$ cat config.mk
export PLATFORM = sky130hd
export DESIGN_NAME = dptt_cell
export DESIGN_NICKNAME = d
export VERILOG_FILES = /design/src/assert_macros.svh /design/src/dptt_pkg.sv /design/src/dptt_cell.sv
export SDC_FILE = /design/constraint.sdc
export NUM_CORES = 1
export LEC_CHECK = 0
export BUFFER_PORTS_ARGS = -buffer_cell sky130_fd_sc_hd__buf_2
export CAP_MARGIN = 25
export CELL_PAD_IN_SITES_DETAIL_PLACEMENT = 0
export CELL_PAD_IN_SITES_GLOBAL_PLACEMENT = 1
export CORE_AREA = 2 2 172 174
export DETAILED_ROUTE_END_ITERATION = 10
export DIE_AREA = 0 0 174 176
export PLACE_DENSITY = 0.61
export SKIP_CTS_REPAIR_TIMING = 1
export SYNTH_ARGS = -nofsm -noshare
export SYNTH_HDL_FRONTEND = slang
export SYNTH_SLANG_ARGS = --single-unit
$ cat constraint.sdc
create_clock -name clk_i -period 4.7 [get_ports clk_i]
set_input_delay 0.94 -clock clk_i [delete_from_list [all_inputs] [get_ports clk_i]]
set_output_delay 0.94 -clock clk_i [all_outputs]
set_load 0.005 [all_outputs]
$ cat src/assert_macros.svh
// ----------------------------------------------------------------------------
// assert_macros
// Concurrent assertion macros used by the RTL.
// ----------------------------------------------------------------------------
`ifndef ASSERT_MACROS_SVH
`define ASSERT_MACROS_SVH
// Property checked on every rising clock edge outside reset
`define ASSERT_CLK(label, clk, rstn, prop, msg) \
  label: assert property (@(posedge clk) disable iff (!rstn) (prop)) else $error(msg);
// Condition that must never be true outside reset
`define ASSERT_NEVER(label, clk, rstn, cond, msg) \
  `ASSERT_CLK(label, clk, rstn, !(cond), msg)
`endif

$ cat src/dptt_pkg.sv
// ----------------------------------------------------------------------------
// dptt_pkg
// Types and constants of the depth preferred transposition table.
// ----------------------------------------------------------------------------
package dptt_pkg;
  localparam logic [2:0] StProbe   = 3'd0;
  localparam logic [2:0] StUpdate  = 3'd1;
  localparam logic [2:0] StFree    = 3'd2;
  localparam logic [2:0] StEvict   = 3'd3;
  localparam logic [2:0] StReject  = 3'd4;
  localparam logic [1:0] KindExact = 2'd0;
  localparam logic [1:0] KindLower = 2'd1;
  localparam logic [1:0] KindUpper = 2'd2;

  // one table entry
  typedef struct packed {
    logic [63:0] key;
    logic [15:0] score;
    logic [7:0]  depth;
    logic [1:0]  kind;
    logic [15:0] move;
  } entry_t;

  // search token passed along the chain of cells
  typedef struct packed {
    logic        hit;
    logic        free;
    logic [7:0]  min_depth;
    entry_t      ent;
  } token_t;

  function automatic logic [15:0] sat16(input logic signed [16:0] v);
    if (v > 17'sd32767) return 16'h7fff;
    if (v < -17'sd32768) return 16'h8000;
    return v[15:0];
  endfunction
endpackage

$ cat src/dptt_cell.sv
// ----------------------------------------------------------------------------
// dptt_cell
// One table slot. Looks at the passing token, merges its own match, free and
// depth info, and writes itself when the commit target names it.
// ----------------------------------------------------------------------------
module dptt_cell #(
  parameter int unsigned IDX_W = 6,
  parameter int unsigned IDX = 0
) (
  input  logic                 clk_i,
  input  logic                 rst_ni,
  input  logic [63:0]          key_i,
  input  logic                 tok_en_i,
  input  dptt_pkg::token_t     tok_i,
  input  logic [IDX_W-1:0]     hit_idx_i,
  input  logic [IDX_W-1:0]     free_idx_i,
  input  logic [IDX_W-1:0]     min_idx_i,
  output dptt_pkg::token_t     tok_o,
  output logic [IDX_W-1:0]     hit_idx_o,
  output logic [IDX_W-1:0]     free_idx_o,
  output logic [IDX_W-1:0]     min_idx_o,
  input  logic                 wr_i,
  input  logic [IDX_W-1:0]     wr_idx_i,
  input  dptt_pkg::entry_t     wr_ent_i
);
  import dptt_pkg::*;
  localparam logic [IDX_W-1:0] Me = IDX_W'(IDX);

  logic   valid_q;
  entry_t ent_q;
  logic   my_hit;

  assign my_hit = valid_q && (ent_q.key == key_i);

  // merge into token: first hit, first free, first strict minimum
  always_comb begin
    tok_o = tok_i;
    hit_idx_o = hit_idx_i;
    free_idx_o = free_idx_i;
    min_idx_o = min_idx_i;
    if (!tok_i.hit && my_hit) begin
      tok_o.hit = 1'b1;
      tok_o.ent = ent_q;
      hit_idx_o = Me;
    end
    if (!tok_i.free && !valid_q) begin
      tok_o.free = 1'b1;
      free_idx_o = Me;
    end
    if (IDX == 0 || ent_q.depth < tok_i.min_depth) begin
      tok_o.min_depth = ent_q.depth;
      min_idx_o = Me;
    end
    if (!tok_en_i) tok_o.hit = tok_i.hit;
  end

  always_ff @(posedge clk_i or negedge rst_ni) begin
    if (!rst_ni) begin
      valid_q <= 1'b0;
    end else if (wr_i && wr_idx_i == Me) begin
      valid_q <= 1'b1;
    end
  end

  always_ff @(posedge clk_i) begin
    if (wr_i && wr_idx_i == Me) begin
      ent_q <= wr_ent_i;
    end
  end
endmodule
Word-level counts from Yosys, hierarchy flattened --
Cells that the tools add are included. Widths: inputs -> output; s select.
Word-level totals: flip-flop bits (word level) 107, bits of input ports 314, logic and storage cells 21
Cells by class: equal/unequal tests 1, mux-type cells 6, reductions and logical operators 8
Operators with widths (count):
- $mux 106 | 1
- $eq 64x64->1 | 1
- $mux 6 | 2
- $logic_not 6->1 | 1
- $logic_and 1x1->1 | 4
- $logic_not 1->1 | 3
- $mux 1 | 3

Depth between registers and ports, before layout --
Gate-level depths: netlist of run 1.
word-level depth 5, mapped depth 8, depth with buffers taken out 6

Worst setup path before layout of run 1 --
Ideal clock, no wire load.
kind input port to flip-flop, from in wr_idx_i[2], to reg valid_q, data arrival time 12.581 ns, required time 4.570 ns, path slack -8.011 ns, cell stages on the path 3, buffers on the path 0, cells stage by stage or4b_2 -> nor4_1 -> or2_2
Between the ends: cells in the longest elaborated chain, start to end 2
RTL lines:
- from (decl) | line dptt_cell.sv:23 | input logic [IDX_W-1:0] wr_idx_i,
- $logic_not 6->1 | line dptt_cell.sv:60 | end else if (wr_i && wr_idx_i == Me) begin
- $logic_and 1x1->1 | line dptt_cell.sv:60
- to (signal assigned) | line dptt_cell.sv:59 | valid_q <= 1'b0;
- to (signal assigned) | line dptt_cell.sv:61 | valid_q <= 1'b1;
- to (decl) | line dptt_cell.sv:29 | logic valid_q;
No other way between the ends. A chain may end at the register's enable or synchronous reset.

==> flow_summary.ini, run 1 <==
[sta]
fmax_mhz = 225
final_hold_viols = 0
slew_at_the_pin_closest_to_its_max_slew_limit_ns = 0.602
fin_crit_sh_pct = 94.4
timing.final.crit_period_ns = 4.44
maxSlewHeadroom_pct = 59.9
setup_viol = 0
setup_slack_ns = 0.265
hold_ws_ns = 0.338
rsz0062_at_grt = false
skew_ns = 0
drv_slew = 0

[global_routing]
grt_first_pass_wirelength_um = 27600
global_route.usage.total_pct = 12.0
grt_start_max_net_pins = 108
grt.overflow.total = 0
number_of_antenna_violations_at_the_first_check_in_global_routing = 7
via_count_of_the_first_global_routing_pass = 4637

[logic_synthesis]
post-synth-top-area-cell = edfxtp_1
synth.avg_cell_area_um2 = 15.3
synth_common_cells = edfxtp_1, mux2_1, xnor2_1, mux2_2, buf_4
dominantRegCellSynth = edfxtp_1
synth_top_cells_by_area = edfxtp_1, mux2_1, mux2_2
post-synth-top-count-cell = edfxtp_1
yosys_register_bits = 107
synth_enable_flop_cells = 106
synthesized_cell_area_mm2 = 0.00548
synth.yosys.seq_area_share_pct = 58.6
synth-warning-count = 0
async_flop_share_pct = 0.935
synth_top_area_share_pct = 58.1
synth.distinct_cells = 27
post_synth_inst_count = 357

[pwr]
power.combinational.fraction_pct = 13.2
netSwitchingPower_mw = 0.492
p_total_mw = 2.08
pwr-share-seq_pct = 50.9
ir_drop_v = 0.000152
p_sw_share_pct = 23.6
power_density_mw_per_mm2 = 251
internal_power_mw = 1.59
power_frac_clock_pct = 35.9
leakagePower_nw = 3.52

[floorplanning]
effective_utilization_at_floorplan_pct = 19.2
design.die.area_mm2 = 0.0306
top_level_ports = 448
dieWidth_um = 174
die_height_um = 176
row_count = 62
core_area_mm2 = 0.0285

[clocking]
cts-buffers-inserted = 9
cts_buffer_depth = 2
clock_latency_ns = 0.36
h-tree-depth = 3
ctsRootBufferMaster = clkbuf_16
clock_sinks = 107
cts_tree = built
cts.clk_slew.worst_paths_ns = 0.09

[detailed_routing]
route.final.wire_length_um = 19200
drt-vias-per-instance = 3.81
postRouteAntennaNets = 0
drt_iter0_drc = 108
post-route-drc-count = 0
vias = 4466
avgRoutedWirePerCell_um = 16.4
drt_pre_antenna_iters = 4

[worst_setup_path]
critPathCaptureType = primary output
crit-reg2reg-capture = valid_q
launch_point_of_the_worst_reg_to_reg_path = valid_q
critPathKind = in2out
setup.worst_path.start_class = input port
crit_path_max_fanout = 27
arrival_ns = 3.50
worst-r2r-cell-count = 1
reg2reg_setup_slack_ns = 3.88
required_ns = 3.76

[placement]
numPlacedInstances = 1152
gp_congestion = 0.771
dp_hpwl_um = 15500
preCtsSetupSlack_ns = 0.0328
placement.io_buffers = 427

[min_path]
hold_path_class = in2async

[layout]
finalNonFillerCells = 1173
final_net_count = 1093
final_layout_size_suffix_gt1_share_pct = 61.6
layout-area-overhead-vs-synth_pct = 51.7
final_util_pct = 29.1

[run_status]
outcome = finished clean

[job]
maxCapViolCount = 0
-- per-layer routing --
metal	GRT usage [%]	vias to the layer above	routed length (um)
met5	0	-	13
met4	3.71	2	346
met3	4.89	20	2060
met2	21.6	294	9610
met1	12.9	1987	7170
li1	-	2163	-
-- area by class of cell --
cell class | count | area, um^2
inverters | 9 | 33.8
multi-input cells | 220 | 2070
flip-flops and latches | 107 | 3210
clock buffers | 9 | 225
diodes | 5 | 12.5
fillers | 3019 | 20200
repair buffers | 432 | 2220
clock inverters | 7 | 51.3
well taps | 384 | 480
-- how the worst max path moves through the flow --
stage | startpoint | slack (ns) | end
finish | key_i[3] | 0.26 | tok_o[84]
global placement | key_i[57] | 0.15 | tok_o[84]
detailed placement | key_i[3] | 0.03 | tok_o[84]
floorplan | wr_idx_i[2] | -0.66 | ent_q[0]
CTS | key_i[3] | 0.02 | tok_o[84]
global route | key_i[3] | 0.14 | tok_o[84]
-- metrics by stage --
step                setup TNS [ns]  area, um^2
floorplan                   -70.43        5510
global placement                 0        8010
detailed placement               0        8010
CTS                              0        8290
global route                     0        8300
finish                           0        8310
-- sequential cells by signal, summed over array words and instances (netlist names) --
signal,flops
ent_q,98
valid_q,1
tok_o,8
-- power by group through the flow --
stage | clock (mW) | sequential (mW) | combinational, mW
global placement | 0 | 1.08 | 0.275
floorplan | 0 | 1.08 | 0.0899
CTS | 0.801 | 1.06 | 0.280
global route | 0.826 | 1.06 | 0.304
finish | 0.749 | 1.06 | 0.275
detailed placement | 0 | 1.08 | 0.278
-- placed cells by master, fill, tap and decap left out, types with 2 or more instances in the layout --
master	instances
clkinv_1	2
nor3_1	2
conb_1	6
nor4_1	6
mux2_1	74
clkbuf_16	9
xor2_1	14
xnor2_1	41
nor4_4	2
edfxtp_1	106
inv_1	9
buf_12	4
o22ai_1	4
nor2_1	2
nand2b_1	2
clkinvlp_4	2
mux2_2	32
nor2b_1	14
diode_2	5
buf_2	427
nand4_1	12
-- cells by family after synthesis --
family,Yosys count,share of synthesized area (%)
xor+xnor,55,8.80
other cells,1,0.0685
mux,106,21.8
simple gates,45,5.12
compound gates,8,1.10
buf+inv,35,4.52
flops,107,58.6
-- worst max-delay path, stage by stage --
cell and delay, ns:
buf_2 0.10, xnor2_1 0.19, nand4_1 0.17, nor4_2 0.44, nand4_1 0.30, nor4_4 0.40, buf_4 0.20, buf_12 0.18
mux2_1 0.40, buf_2 0.15
Power figures use the tool's default switching activity.
==> inputs of run 2 (changes only) <==
- clock period: 4.7 -> 4.3 ns (I/O delays scaled with it)
==> flow_summary.ini, run 2 (synthesis gave the netlist of run 1 again) <==
[run_status]
outcome = finished clean

[sta]
skew_ns = 0
tns_setup_ns = 0
fmax_mhz = 242
maxSlewHeadroom_pct = 58.5
setup_viol = 0
slew_at_the_pin_closest_to_its_max_slew_limit_ns = 0.622
hold_ws_ns = 0.271
rsz0062_at_grt = true
fin_crit_sh_pct = 96.0
final_hold_viols = 0
drv_slew = 0
timing.final.crit_period_ns = 4.13

[global_routing]
global_route.usage.total_pct = 12.0
grt.overflow.total = 0
via_count_of_the_first_global_routing_pass = 4776
grt_first_pass_wirelength_um = 27400
number_of_antenna_violations_at_the_first_check_in_global_routing = 4
grt_start_max_net_pins = 108

[worst_setup_path]
cp-endpoint = tok_o[38]
critPathCaptureType = primary output
critPathKind = in2out
crit_path_max_fanout = 31
critical_path_depth = 11
timing.critical_path.cells = buf_2 > xnor2_1 > nand4_1 > nor4_4 > buf_4 > nand4_1 > nor4_4 > buf_4 > buf_12 > mux2_1 > buf_2
critical_path.top_delay_family = simple AND/OR/NAND/NOR gates
crit-reg2reg-capture = valid_q
launch_point_of_the_worst_reg_to_reg_path = valid_q
cpMaxStageDelayCell = nor4_4
worst-r2r-cell-count = 1
setup.worst_path.start_class = input port
arrival_ns = 3.27
required_ns = 3.44
reg2reg_setup_slack_ns = 3.47
crit_path_start = key_i[29]
crit_buf_inv = 5
crit_path_max_incr_delay_ns = 0.36

[layout]
most-common-layout-cells = buf_2, edfxtp_1, mux2_1, xnor2_1, mux2_2
layout.cells.most_common = buf_2
regMostFlops = ent_q
final_util_pct = 29.6
final_net_count = 1100
largest_register_ffs = 98
final_layout_size_suffix_gt1_share_pct = 63.0
layout-area-overhead-vs-synth_pct = 54.5

[job]
maxCapViolCount = 0

[detailed_routing]
postRouteAntennaNets = 0
drt-vias-per-instance = 3.84
route.final.wire_length_um = 19300
vias = 4524
post-route-drc-count = 0
drt_pre_antenna_iters = 4
drt_iter0_drc = 112
avgRoutedWirePerCell_um = 16.4

[clocking]
cts_tree = built
clock_sinks = 107
clock_latency_ns = 0.35
cts-buffers-inserted = 9
cts.clk_slew.worst_paths_ns = 0.08
h-tree-depth = 3
cts_buffer_depth = 2
ctsRootBufferMaster = clkbuf_16

[placement]
gp_congestion = 0.761
placement.io_buffers = 427
dp_hpwl_um = 15600

[pwr]
power_density_mw_per_mm2 = 269
leakagePower_nw = 3.62
ir_drop_v = 0.000177

[floorplanning]
design.die.area_mm2 = 0.0306
core_area_mm2 = 0.0285
row_count = 62
die_height_um = 176
dieWidth_um = 174
effective_utilization_at_floorplan_pct = 19.2
top_level_ports = 448

[min_path]
hold_path_class = in2async
run 2: changes by cell type in the layout (fill, tap and decap cells not counted), sizes merged:
cell / before / now
buf: 432 / 437
clkbuf: 9 / 11
diode: 5 / 2
run 2: through the flow:
step                      worst slack [ns]  area (um^2)  total power, mW  instances
final                                0.170         8460             2.28       1177
after global routing               -0.0245         8450             2.39       1175
after CTS                           -0.177         8340             2.33       1173
after detailed placement            -0.154         8060             1.49       1157
after global placement              -0.113         8060             1.48       1157
after floorplan                     -0.978         5510             1.28        362
run 2: layout make-up:
class                      instances  area (um^2)
antenna                            2         5.00
clock buffer                       9          225
clock inverter                     7         52.6
fill                            3041        20100
inverter                           9         33.8
multi-input combinational        220         2120
sequential                       107         3210
tap                              384          480
timing repair buffer             439         2340
run 2: report_power, final:
part	switching [mW]	internal, mW	total [mW]
logic	0.114	0.192	0.305
clock network	0.415	0.399	0.814
registers	0.00587	1.15	1.16
total	0.534	1.74	2.28
run 2: how the worst min path moves through the flow:
stage            start  endpoint  slack [ns]  cells past startpoint
3_5_place_dp   valid_q   valid_q        0.53                      1
3_3_place_gp   valid_q   valid_q        0.52                      1
2_1_floorplan  valid_q   valid_q        0.49                      1
4_1_cts         rst_ni   valid_q        0.25                      1
5_1_grt         rst_ni   valid_q        0.25                      1
6_report        rst_ni   valid_q        0.27                      1
run 2: metal layers:
metal / up-vias / track usage (%) / wire, um
li1: 2175 / - / -
met1: 2013 / 13.2 / 7370
met2: 303 / 20.8 / 9350
met5: - / 0 / 13
met3: 31 / 4.59 / 1960
met4: 2 / 4.52 / 563
